[config.mk]
export PLATFORM = sky130hd
export DESIGN_NAME = round_robin_task_table_flat
export DESIGN_NICKNAME = d
export VERILOG_FILES = /design/src/rtl/rrtt_pkg.sv /design/src/rtl/rrtt_if.sv /design/src/rtl/rrtt_ctrl.sv /design/src/rtl/rrtt_datapath.sv /design/src/rtl/round_robin_task_table.sv /design/src/flat_wrapper.sv
export SDC_FILE = /design/constraint.sdc
export NUM_CORES = 2
export LEC_CHECK = 0
export BUFFER_PORTS_ARGS = -buffer_cell sky130_fd_sc_hd__buf_2
export CAP_MARGIN = 20
export CELL_PAD_IN_SITES_DETAIL_PLACEMENT = 0
export CELL_PAD_IN_SITES_GLOBAL_PLACEMENT = 2
export CORE_MARGIN = 2
export CORE_UTILIZATION = 49
export CTS_CLUSTER_SIZE = 16
export DETAILED_ROUTE_END_ITERATION = 10
export PLACE_DENSITY_LB_ADDON = 0.1
export SYNTH_ARGS = -nofsm -noshare
export SYNTH_HDL_FRONTEND = slang
export SYNTH_HIERARCHICAL = 1
export SYNTH_SLANG_ARGS = --single-unit
[constraint.sdc]
create_clock -name clk -period 6.8 [get_ports clk]
set_input_delay 1.7 -clock clk [delete_from_list [all_inputs] [get_ports clk]]
set_output_delay 1.7 -clock clk [all_outputs]
set_load 0.05 [all_outputs]
[src/rtl/rrtt_pkg.sv]
// ----------------------------------------------------------------------------
// rrtt_pkg: shared types and constants of the round-robin task table.
// Holds the slot count, command and status codes, slot states, controller states and the
// controller-to-datapath command and status structs.
// ----------------------------------------------------------------------------
package rrtt_pkg;

  localparam int unsigned SlotCount = 16;
  localparam int unsigned SlotW = $clog2(SlotCount);

  typedef enum logic [2:0] {
    OP_CREATE = 3'd0,
    OP_KILL   = 3'd1,
    OP_QUERY  = 3'd2,
    OP_YIELD  = 3'd3,
    OP_SLEEP  = 3'd4
  } op_t;

  typedef enum logic [1:0] {
    ST_OK       = 2'd0,
    ST_FULL     = 2'd1,
    ST_NOTFOUND = 2'd2
  } status_t;

  typedef enum logic [1:0] {
    SL_DEAD    = 2'd0,
    SL_READY   = 2'd1,
    SL_RUNNING = 2'd2,
    SL_WAITING = 2'd3
  } slot_state_t;

  typedef enum logic [2:0] {
    FSM_INIT,
    FSM_IDLE,
    FSM_SCAN,
    FSM_APPLY,
    FSM_READ,
    FSM_OUT
  } fsm_t;

  // Commands from the controller to the datapath.
  typedef struct packed {
    logic init_step;   // clear one slot during the init sweep
    logic load;        // capture the request and start a scan
    logic step;        // examine the slot under the scan pointer
    logic apply;       // perform the update of the matched slot
    logic read;        // register the reported slot's fields
    logic fail;        // report a failure status
  } dp_cmd_t;

  // Status from the datapath to the controller.
  typedef struct packed {
    logic init_done;
    logic hit;         // the examined slot matches
    logic scan_last;   // the examined slot is the last of the scan
    logic direct;      // the request needs no scan (sleep, unknown)
    logic direct_ok;   // a direct request succeeds
  } dp_stat_t;

endpackage

[src/rtl/rrtt_if.sv]
// ----------------------------------------------------------------------------
// rrtt_in_if / rrtt_out_if: request and result channels.
// Valid/ready channels with a source and a sink modport.
// ----------------------------------------------------------------------------
interface rrtt_in_if;
  logic        valid;
  logic        ready;
  logic [2:0]  operation;
  logic [31:0] target_id;
  logic [31:0] new_priority;
  logic [31:0] sleep_ticks;
  logic [31:0] now_ticks;
  modport source (output valid, operation, target_id, new_priority, sleep_ticks,
                  now_ticks, input ready);
  modport sink (input valid, operation, target_id, new_priority, sleep_ticks,
                now_ticks, output ready);
endinterface

interface rrtt_out_if;
  logic        valid;
  logic        ready;
  logic [1:0]  status;
  logic [31:0] result_id;
  logic [3:0]  result_slot;
  logic [1:0]  result_state;
  logic [31:0] result_priority;
  logic [31:0] result_wake;
  modport source (output valid, status, result_id, result_slot, result_state,
                  result_priority, result_wake, input ready);
  modport sink (input valid, status, result_id, result_slot, result_state,
                result_priority, result_wake, output ready);
endinterface

[src/rtl/rrtt_ctrl.sv]
// ----------------------------------------------------------------------------
// rrtt_ctrl: controller of the task table.
// Sequences the init sweep, the slot scan, the update, the read and the result.
// ----------------------------------------------------------------------------
module rrtt_ctrl (
  input  logic              clk,
  input  logic              rst_n,
  input  logic              in_valid,
  output logic              in_ready,
  output logic              out_valid,
  input  logic              out_ready,
  input  rrtt_pkg::dp_stat_t stat,
  output rrtt_pkg::dp_cmd_t  cmd
);

  rrtt_pkg::fsm_t state_r, state_nxt;

  // State register.
  always_ff @(posedge clk) begin
    if (!rst_n) state_r <= rrtt_pkg::FSM_INIT;
    else        state_r <= state_nxt;
  end

  // Next state.
  always_comb begin
    state_nxt = state_r;
    unique case (state_r)
      rrtt_pkg::FSM_INIT:  if (stat.init_done) state_nxt = rrtt_pkg::FSM_IDLE;
      rrtt_pkg::FSM_IDLE:  if (in_valid) state_nxt = rrtt_pkg::FSM_SCAN;
      rrtt_pkg::FSM_SCAN: begin
        if (stat.direct) state_nxt = stat.direct_ok ? rrtt_pkg::FSM_APPLY
                                                    : rrtt_pkg::FSM_OUT;
        else if (stat.hit) state_nxt = rrtt_pkg::FSM_APPLY;
        else if (stat.scan_last) state_nxt = rrtt_pkg::FSM_OUT;
      end
      rrtt_pkg::FSM_APPLY: state_nxt = rrtt_pkg::FSM_READ;
      rrtt_pkg::FSM_READ:  state_nxt = rrtt_pkg::FSM_OUT;
      rrtt_pkg::FSM_OUT:   if (out_ready) state_nxt = rrtt_pkg::FSM_IDLE;
      default:             state_nxt = rrtt_pkg::FSM_IDLE;
    endcase
  end

  // Outputs.
  always_comb begin
    cmd       = '0;
    in_ready  = 1'b0;
    out_valid = 1'b0;
    unique case (state_r)
      rrtt_pkg::FSM_INIT:  cmd.init_step = 1'b1;
      rrtt_pkg::FSM_IDLE: begin
        in_ready = 1'b1;
        cmd.load = in_valid;
      end
      rrtt_pkg::FSM_SCAN: begin
        cmd.step = !stat.direct;
        cmd.fail = stat.direct ? !stat.direct_ok : (!stat.hit && stat.scan_last);
      end
      rrtt_pkg::FSM_APPLY: cmd.apply = 1'b1;
      rrtt_pkg::FSM_READ:  cmd.read = 1'b1;
      rrtt_pkg::FSM_OUT:   out_valid = 1'b1;
      default: ;
    endcase
  end

endmodule

[src/rtl/rrtt_datapath.sv]
// ----------------------------------------------------------------------------
// rrtt_datapath: slot storage, scan pointer and result register.
// Slot fields live in memories; slot states live in flip-flops.
// ----------------------------------------------------------------------------
module rrtt_datapath (
  input  logic               clk,
  input  logic               rst_n,
  input  rrtt_pkg::dp_cmd_t  cmd,
  output rrtt_pkg::dp_stat_t stat,
  input  logic [2:0]         in_operation,
  input  logic [31:0]        in_target_id,
  input  logic [31:0]        in_new_priority,
  input  logic [31:0]        in_sleep_ticks,
  input  logic [31:0]        in_now_ticks,
  output logic [1:0]         out_status,
  output logic [31:0]        out_result_id,
  output logic [3:0]         out_result_slot,
  output logic [1:0]         out_result_state,
  output logic [31:0]        out_result_priority,
  output logic [31:0]        out_result_wake
);

  localparam int unsigned N = rrtt_pkg::SlotCount;
  localparam int unsigned W = rrtt_pkg::SlotW;
  localparam logic [W-1:0] LastSlot = W'(N - 1);

  // Slot states are read and written at the selected slot (sel_r).
  rrtt_pkg::slot_state_t sstate_r [N];
  logic [31:0] id_mem   [N];
  logic [31:0] prio_mem [N];
  logic [31:0] wake_mem [N];

  logic [2:0]  op_r;
  logic [31:0] tid_r, prio_r, ticks_r, now_r, idc_r;
  logic [W-1:0] ptr_r, cur_r, cnt_r, sel_r;
  logic [31:0] rd_id_r, rd_wake_r;
  logic [1:0]  status_r;
  logic [31:0] res_id_r, res_prio_r, res_wake_r;
  logic [3:0]  res_slot_r;
  logic [1:0]  res_state_r;
  logic [W-1:0] next_ptr;
  logic        ptr_wrap;

  // Registered reads of id and wake at the scan pointer.
  always_ff @(posedge clk) begin
    rd_id_r   <= id_mem[ptr_r];
    rd_wake_r <= wake_mem[ptr_r];
  end

  assign ptr_wrap = (ptr_r == LastSlot);
  assign next_ptr = ptr_wrap ? '0 : ptr_r + 1'b1;

  // Match decision on the slot read in the previous cycle (index sel_r).
  rrtt_pkg::slot_state_t st_sel;
  logic hit;
  assign st_sel = sstate_r[sel_r];
  always_comb begin
    hit = 1'b0;
    case (op_r)
      rrtt_pkg::OP_CREATE: hit = (st_sel == rrtt_pkg::SL_DEAD);
      rrtt_pkg::OP_KILL:   hit = (rd_id_r == tid_r);
      rrtt_pkg::OP_QUERY:  hit = (rd_id_r == tid_r) && (st_sel != rrtt_pkg::SL_DEAD);
      rrtt_pkg::OP_YIELD:  hit = (st_sel == rrtt_pkg::SL_READY) ||
                                 ((st_sel == rrtt_pkg::SL_WAITING) && (now_r >= rd_wake_r));
      default:             hit = 1'b0;
    endcase
  end

  // A scan starts with a priming read: phase_r marks that rd_* hold sel_r's data.
  logic phase_r;
  logic [W-1:0] scan_len;
  assign scan_len = (op_r == rrtt_pkg::OP_CREATE) ? W'(N - 2) : LastSlot;

  assign stat.hit       = phase_r && hit;
  assign stat.scan_last = phase_r && (cnt_r == scan_len);
  assign stat.direct    = !(op_r == rrtt_pkg::OP_CREATE || op_r == rrtt_pkg::OP_KILL ||
                            op_r == rrtt_pkg::OP_QUERY || op_r == rrtt_pkg::OP_YIELD);
  assign stat.direct_ok = (op_r == rrtt_pkg::OP_SLEEP) && (cur_r != '0);
  assign stat.init_done = ptr_wrap;

  // Control and scan registers.
  always_ff @(posedge clk) begin
    if (!rst_n) begin
      ptr_r   <= '0;
      cur_r   <= '0;
      idc_r   <= 32'd1;
      phase_r <= 1'b0;
      cnt_r   <= '0;
      for (int i = 0; i < N; i++) sstate_r[i] <= rrtt_pkg::SL_DEAD;
      sstate_r[0] <= rrtt_pkg::SL_RUNNING;
    end else begin
      if (cmd.init_step) ptr_r <= next_ptr;
      if (cmd.load) begin
        op_r    <= in_operation;
        tid_r   <= in_target_id;
        prio_r  <= in_new_priority;
        ticks_r <= in_sleep_ticks;
        now_r   <= in_now_ticks;
        phase_r <= 1'b0;
        cnt_r   <= '0;
        if (in_operation == rrtt_pkg::OP_CREATE)     ptr_r <= W'(1);
        else if (in_operation == rrtt_pkg::OP_YIELD) ptr_r <= (cur_r == LastSlot) ? '0
                                                             : cur_r + 1'b1;
        else if (in_operation == rrtt_pkg::OP_SLEEP) ptr_r <= cur_r;
        else                                         ptr_r <= '0;
      end
      // The matched slot stays selected; otherwise the scan moves on.
      if (cmd.step) begin
        phase_r <= 1'b1;
        ptr_r   <= next_ptr;
        if (!stat.hit) sel_r <= ptr_r;
        if (phase_r) cnt_r <= cnt_r + 1'b1;
      end
      if (stat.direct && cmd.load == 1'b0 && !cmd.step && !cmd.apply && !cmd.read)
        sel_r <= cur_r;
      if (cmd.apply) begin
        ptr_r <= sel_r;
        case (op_r)
          rrtt_pkg::OP_CREATE: begin
            sstate_r[sel_r] <= rrtt_pkg::SL_READY;
            idc_r <= idc_r + 32'd1;
          end
          rrtt_pkg::OP_KILL: if (sel_r != '0) sstate_r[sel_r] <= rrtt_pkg::SL_DEAD;
          rrtt_pkg::OP_YIELD: begin
            sstate_r[sel_r] <= rrtt_pkg::SL_READY;
            cur_r <= sel_r;
          end
          rrtt_pkg::OP_SLEEP: sstate_r[sel_r] <= rrtt_pkg::SL_WAITING;
          default: ;
        endcase
      end
    end
  end

  // Memory writes for the init sweep and the applied update.
  always_ff @(posedge clk) begin
    if (cmd.init_step) begin
      id_mem[ptr_r]   <= '0;
      prio_mem[ptr_r] <= '0;
      wake_mem[ptr_r] <= '0;
    end else if (cmd.apply) begin
      case (op_r)
        rrtt_pkg::OP_CREATE: begin
          id_mem[sel_r]   <= idc_r;
          prio_mem[sel_r] <= prio_r;
          wake_mem[sel_r] <= '0;
        end
        rrtt_pkg::OP_YIELD: if (sstate_r[sel_r] == rrtt_pkg::SL_WAITING)
          wake_mem[sel_r] <= '0;
        rrtt_pkg::OP_SLEEP: wake_mem[sel_r] <= now_r + ticks_r;
        default: ;
      endcase
    end
  end

  // Result register: read captures the reported slot as updated by apply,
  // fail clears the fields.
  always_ff @(posedge clk) begin
    if (cmd.read) begin
      status_r    <= rrtt_pkg::ST_OK;
      res_id_r    <= id_mem[sel_r];
      res_slot_r  <= 4'(sel_r);
      res_state_r <= sstate_r[sel_r];
      res_prio_r  <= prio_mem[sel_r];
      res_wake_r  <= wake_mem[sel_r];
    end else if (cmd.fail) begin
      status_r    <= (op_r == rrtt_pkg::OP_CREATE) ? rrtt_pkg::ST_FULL
                                                   : rrtt_pkg::ST_NOTFOUND;
      res_id_r    <= '0;
      res_slot_r  <= '0;
      res_state_r <= '0;
      res_prio_r  <= '0;
      res_wake_r  <= '0;
    end
  end

  assign out_status          = status_r;
  assign out_result_id       = res_id_r;
  assign out_result_slot     = res_slot_r;
  assign out_result_state    = res_state_r;
  assign out_result_priority = res_prio_r;
  assign out_result_wake     = res_wake_r;

endmodule

[src/rtl/round_robin_task_table.sv]
// ----------------------------------------------------------------------------
// round_robin_task_table: task slot table with round-robin yield.
//
//   channel | direction | carries
//   in      | sink      | operation, target_id, new_priority, sleep/now ticks
//   out     | source    | status, result id/slot/state/priority/wake
//
// One request at a time: a scan examines one slot per cycle, and the next
// request waits until out.ready takes the result.
// After reset an init sweep clears the slot memories, during which no
// request is taken. A stalled result holds the block.
// ----------------------------------------------------------------------------
module round_robin_task_table (
  input logic clk,
  input logic rst_n,
  rrtt_in_if.sink    in_ch,
  rrtt_out_if.source out_ch
);

  rrtt_pkg::dp_cmd_t  cmd;
  rrtt_pkg::dp_stat_t stat;

  rrtt_ctrl u_ctrl (
    .clk, .rst_n,
    .in_valid (in_ch.valid), .in_ready (in_ch.ready),
    .out_valid(out_ch.valid), .out_ready(out_ch.ready),
    .stat, .cmd
  );

  rrtt_datapath u_dp (
    .clk, .rst_n, .cmd, .stat,
    .in_operation       (in_ch.operation),
    .in_target_id       (in_ch.target_id),
    .in_new_priority    (in_ch.new_priority),
    .in_sleep_ticks     (in_ch.sleep_ticks),
    .in_now_ticks       (in_ch.now_ticks),
    .out_status         (out_ch.status),
    .out_result_id      (out_ch.result_id),
    .out_result_slot    (out_ch.result_slot),
    .out_result_state   (out_ch.result_state),
    .out_result_priority(out_ch.result_priority),
    .out_result_wake    (out_ch.result_wake)
  );

endmodule

[src/flat_wrapper.sv]
// flat-port wrapper written by rule: the top's interface ports become plain ports
module round_robin_task_table_flat 
  (clk, rst_n, in_ch_valid, in_ch_operation, in_ch_target_id, in_ch_new_priority, in_ch_sleep_ticks, in_ch_now_ticks, in_ch_ready, out_ch_valid, out_ch_status, out_ch_result_id, out_ch_result_slot, out_ch_result_state, out_ch_result_priority, out_ch_result_wake, out_ch_ready);
  rrtt_in_if in_ch_i ();
  rrtt_out_if out_ch_i ();
  input logic clk;
  input logic rst_n;
  input wire logic [$bits(in_ch_i.valid)-1:0] in_ch_valid;
  input wire logic [$bits(in_ch_i.operation)-1:0] in_ch_operation;
  input wire logic [$bits(in_ch_i.target_id)-1:0] in_ch_target_id;
  input wire logic [$bits(in_ch_i.new_priority)-1:0] in_ch_new_priority;
  input wire logic [$bits(in_ch_i.sleep_ticks)-1:0] in_ch_sleep_ticks;
  input wire logic [$bits(in_ch_i.now_ticks)-1:0] in_ch_now_ticks;
  output wire logic [$bits(in_ch_i.ready)-1:0] in_ch_ready;
  output wire logic [$bits(out_ch_i.valid)-1:0] out_ch_valid;
  output wire logic [$bits(out_ch_i.status)-1:0] out_ch_status;
  output wire logic [$bits(out_ch_i.result_id)-1:0] out_ch_result_id;
  output wire logic [$bits(out_ch_i.result_slot)-1:0] out_ch_result_slot;
  output wire logic [$bits(out_ch_i.result_state)-1:0] out_ch_result_state;
  output wire logic [$bits(out_ch_i.result_priority)-1:0] out_ch_result_priority;
  output wire logic [$bits(out_ch_i.result_wake)-1:0] out_ch_result_wake;
  input wire logic [$bits(out_ch_i.ready)-1:0] out_ch_ready;
  assign in_ch_i.valid = in_ch_valid;
  assign in_ch_i.operation = in_ch_operation;
  assign in_ch_i.target_id = in_ch_target_id;
  assign in_ch_i.new_priority = in_ch_new_priority;
  assign in_ch_i.sleep_ticks = in_ch_sleep_ticks;
  assign in_ch_i.now_ticks = in_ch_now_ticks;
  assign in_ch_ready = in_ch_i.ready;
  assign out_ch_valid = out_ch_i.valid;
  assign out_ch_status = out_ch_i.status;
  assign out_ch_result_id = out_ch_i.result_id;
  assign out_ch_result_slot = out_ch_i.result_slot;
  assign out_ch_result_state = out_ch_i.result_state;
  assign out_ch_result_priority = out_ch_i.result_priority;
  assign out_ch_result_wake = out_ch_i.result_wake;
  assign out_ch_i.ready = out_ch_ready;
  round_robin_task_table u_core (.clk(clk), .rst_n(rst_n), .in_ch(in_ch_i), .out_ch(out_ch_i));
endmodule
==> flow_metrics.tcl <==
set metrics [dict create \
    cts_buffers 200 \
    wl_um 211000 \
    setup_viol 0 \
    netlist_area_mm2 0.0820 \
    drc 0 \
    hold_path_depth 2 \
    antenna_found_initial 5 \
    layout_min_cycle_time_ns 5.72 \
    place_inst 6269 \
    total_power_uw 34300 \
    place_hpwl_um 116000 \
    worstReg2RegEnd "u_core/u_dp/out_result_wake[6]" \
    clock_latency_ns 0.84 \
    p_leak_uw 0.0284 \
    max_slew_margin_pct 24.9 \
    rows 150 \
    clock.fmax_ghz 0.175 \
    synthCells 3959 \
    stdcell_count 6646 \
    io_buffers 240 \
    cts_buffer_depth 3 \
    crit_top_cell "nor2_1" \
    end_kind "flop" \
    hold_start "u_core/u_dp/idc_r[29]" \
    drive_above_1_share_pct 34.4 \
    setup_tns_ns 0 \
    cts_tree "built" \
    max-cap-violations 0 \
    initial_core_util_pct 49.2 \
    outcome "complete, no violations" \
    dieArea_mm2 0.171 \
    crit_family "compound AO/OA/AOI/OAI gates" \
    hold_viol 0 \
    crit_slowest_cell "a2111oi_0" \
    cts-root-buf "clkbuf_16" \
    clkTransAtPathRegs_ns 0.06 \
    antenna_left 0 \
    diodes 0 \
    ys_warn_count 6 \
    synth-async-reset-ratio_pct 0 \
    cp-start-kind "flop" \
    synth-edff-count 1805 \
    grt.overflow.total 0 \
    grt_first_pass_wirelength_um 303000 \
    cts-hold-fix-buffers 0 \
    nFillCells 12600 \
    synth_area_leaders "edfxtp_1 (66%), mux4_2 (22%), dfxtp_1 (2.9%), and2_1 (1.5%), ha_1 (1.0%)" \
    yosysTopAreaCell "edfxtp_1" \
    fp.dieW_um 413 \
    power.density_mw_per_mm2 368 \
    synth_seq_cells 1923 \
    ioPinCount 241 \
    layout.nets 4475 \
    fin_skew_ns 0.0297 \
    routed_via_density 6.24 \
    cts_resized 0 \
    post-route-period-util_pct 84.1 \
    crit_required_ns 7.25 \
    cp_max_fo 67 \
    path_cells "inv_1, ha_1, nand2b_1, a2111oi_0, o31ai_1, a311o_1, a41oi_1, a21oi_1, nor2_1, nor2_1, nor2_1, a21oi_1, nor2_1, or2_4, buf_12" \
    fin_util_pct 55.8 \
    ys_types 69 \
    rsz0062_at_grt "false" \
    first_global_vias 42900 \
    grt_util_all_layers_pct 25.0 \
    grt_max_degree 130 \
    postCtsSetupBuffers 0 \
    holdWs_ns 0.487 \
    peakVddDrop_mv 0.349 \
    hold_class "reg2reg" \
    path_buf_inv 2 \
    worst_r2r_path_depth 15 \
    synth_fp_nets 4163 \
    avgSynthCellArea_um2 20.7 \
    syn2layout_area_growth_pct 13.5 \
    reg2reg_from "u_core/u_dp/now_r[0]" \
    tightest_slew_ns 1.13 \
    core_area_mm2 0.167 \
    synth_ff_type "edfxtp_1" \
    synth.most_common_cell "edfxtp_1" \
    drt-initial-drc-count 4049 \
    path_class "reg2reg" \
    yosysTopAreaCellShare_pct 66.1 \
    first_pass_iters 5 \
    vias 41500 \
    min_to "u_core/u_dp/idc_r[29]" \
    synthTopCellsByCount "edfxtp_1 (1805), mux4_2 (810), and2_1 (194), clkbuf_1 (163), nor2_1 (135)" \
    wl_per_cell_um 31.7 \
    synth_sequential_area_ratio_pct 69.0 \
    drv_slew 0 \
    die_y_um 413 \
    gp_congestion 0.782 \
    arrival_ns 6.17 \
    rrSetupSlack_ns 1.08 \
    max_stage_delay_ns 0.87 \
    clock-sinks 1923 \
    cts_max_level 4 \
]
worst min-delay path, delay by kind of cell (launching register included):
kind,cells,cell delay (ns)
AO/OA/AOI/OAI,1,0.06
flip-flops,1,0.33
AND/OR/NAND/NOR,1,0.06
worst max-delay path by stage:
| stage | start | endpoint | cells after the start | slack [ns] |
|---|---|---|---|---|
| floorplan | rst_n | u_core/u_dp/now_r[0] | 3 | 1.06 |
| global placement | u_core/u_dp/now_r[0] | u_core/u_dp/out_result_wake[9] | 15 | 1.06 |
| detailed placement | u_core/u_dp/now_r[0] | u_core/u_dp/out_result_priority[15] | 15 | 1.07 |
| CTS | u_core/u_dp/now_r[0] | u_core/u_dp/out_result_wake[6] | 15 | 1.04 |
| global route | u_core/u_dp/now_r[0] | u_core/u_dp/out_result_wake[5] | 15 | 0.86 |
| finish | u_core/u_dp/now_r[0] | u_core/u_dp/out_result_wake[6] | 15 | 1.08 |
power by group:
part	switching [uW]	internal, uW
clock network	4640	6370
registers	790	14700
logic	4190	3570
sequential cells by signal, indices dropped and copies added, names as in the netlist, 4 cells and up, named ones only:
signal                           cells
u_core/u_dp/id_mem                 512
u_core/u_dp/out_result_slot          4
u_core/u_dp/wake_mem               512
u_core/u_dp/ptr_r                    4
u_core/u_dp/cur_r                    4
u_core/u_dp/rd_id_r                 32
u_core/u_dp/out_result_priority     32
u_core/u_dp/idc_r                   32
u_core/u_dp/out_result_id           32
u_core/u_dp/prio_r                  32
u_core/u_dp/out_result_wake         32
u_core/u_dp/prio_mem               512
u_core/u_dp/ticks_r                 32
u_core/u_dp/tid_r                   32
u_core/u_dp/cnt_r                    4
u_core/u_dp/rd_wake_r               32
u_core/u_dp/sstate_r                32
u_core/u_dp/sel_r                    4
u_core/u_dp/now_r                   32
cell usage in the layout (no fill, tap or decap), drive strengths merged, types with 52 or more instances in the layout:
| cell | instances |
|---|---|
| mux4 | 810 |
| xor2 | 52 |
| dfxtp | 118 |
| a21oi | 63 |
| clkinv | 76 |
| nand2 | 75 |
| and2 | 194 |
| nor2 | 135 |
| ha | 68 |
| edfxtp | 1805 |
| clkbuf | 253 |
| inv | 68 |
| o21ai | 55 |
| buf | 348 |
area by class of cell:
type | instances | area (um2) | share of cell area, %
Tap cell | 2204 | 2760 | 2.96
Clock buffer | 253 | 5410 | 5.81
Multi-Input combinational cell | 1742 | 24600 | 26.4
Inverter | 56 | 213 | 0.229
Sequential cell | 1923 | 56600 | 60.8
Clock inverter | 120 | 1240 | 1.33
Timing Repair Buffer | 348 | 2270 | 2.44
kinds of logic (layout without fill, tap and decap cells):
| family | count (synthesis) | count (layout) | share of synthesized area [%] |
|---|---|---|---|
| flops | 1923 | 1923 | 69.0 |
| mux | 828 | 828 | 22.5 |
| simple gates | 553 | 553 | 3.58 |
| buf+inv | 294 | 777 | 1.39 |
| compound gates | 215 | 215 | 1.67 |
| xor+xnor | 77 | 77 | 0.822 |
| fa+ha+maj | 69 | 69 | 1.06 |
through the flow:
step / setup slack, ns / cell area, um2
after floorplan: 1.06 / 82000
after global placement: 1.06 / 86400
final: 1.08 / 93100
after detailed placement: 1.07 / 86400
after CTS: 1.04 / 93000
after global routing: 0.861 / 93100
per-layer routing:
layer	vias to the layer above	share of wire [%]	GRT usage, %	wire length, um
met5	-	0.0062	0	13
met4	2	2.4	6.76	5030
li1	17300	-	-	-
met3	302	5.7	3.80	12100
met2	1379	51	41.9	107000
met1	22500	41	34.4	86700
(Power assumes the default switching activity.)
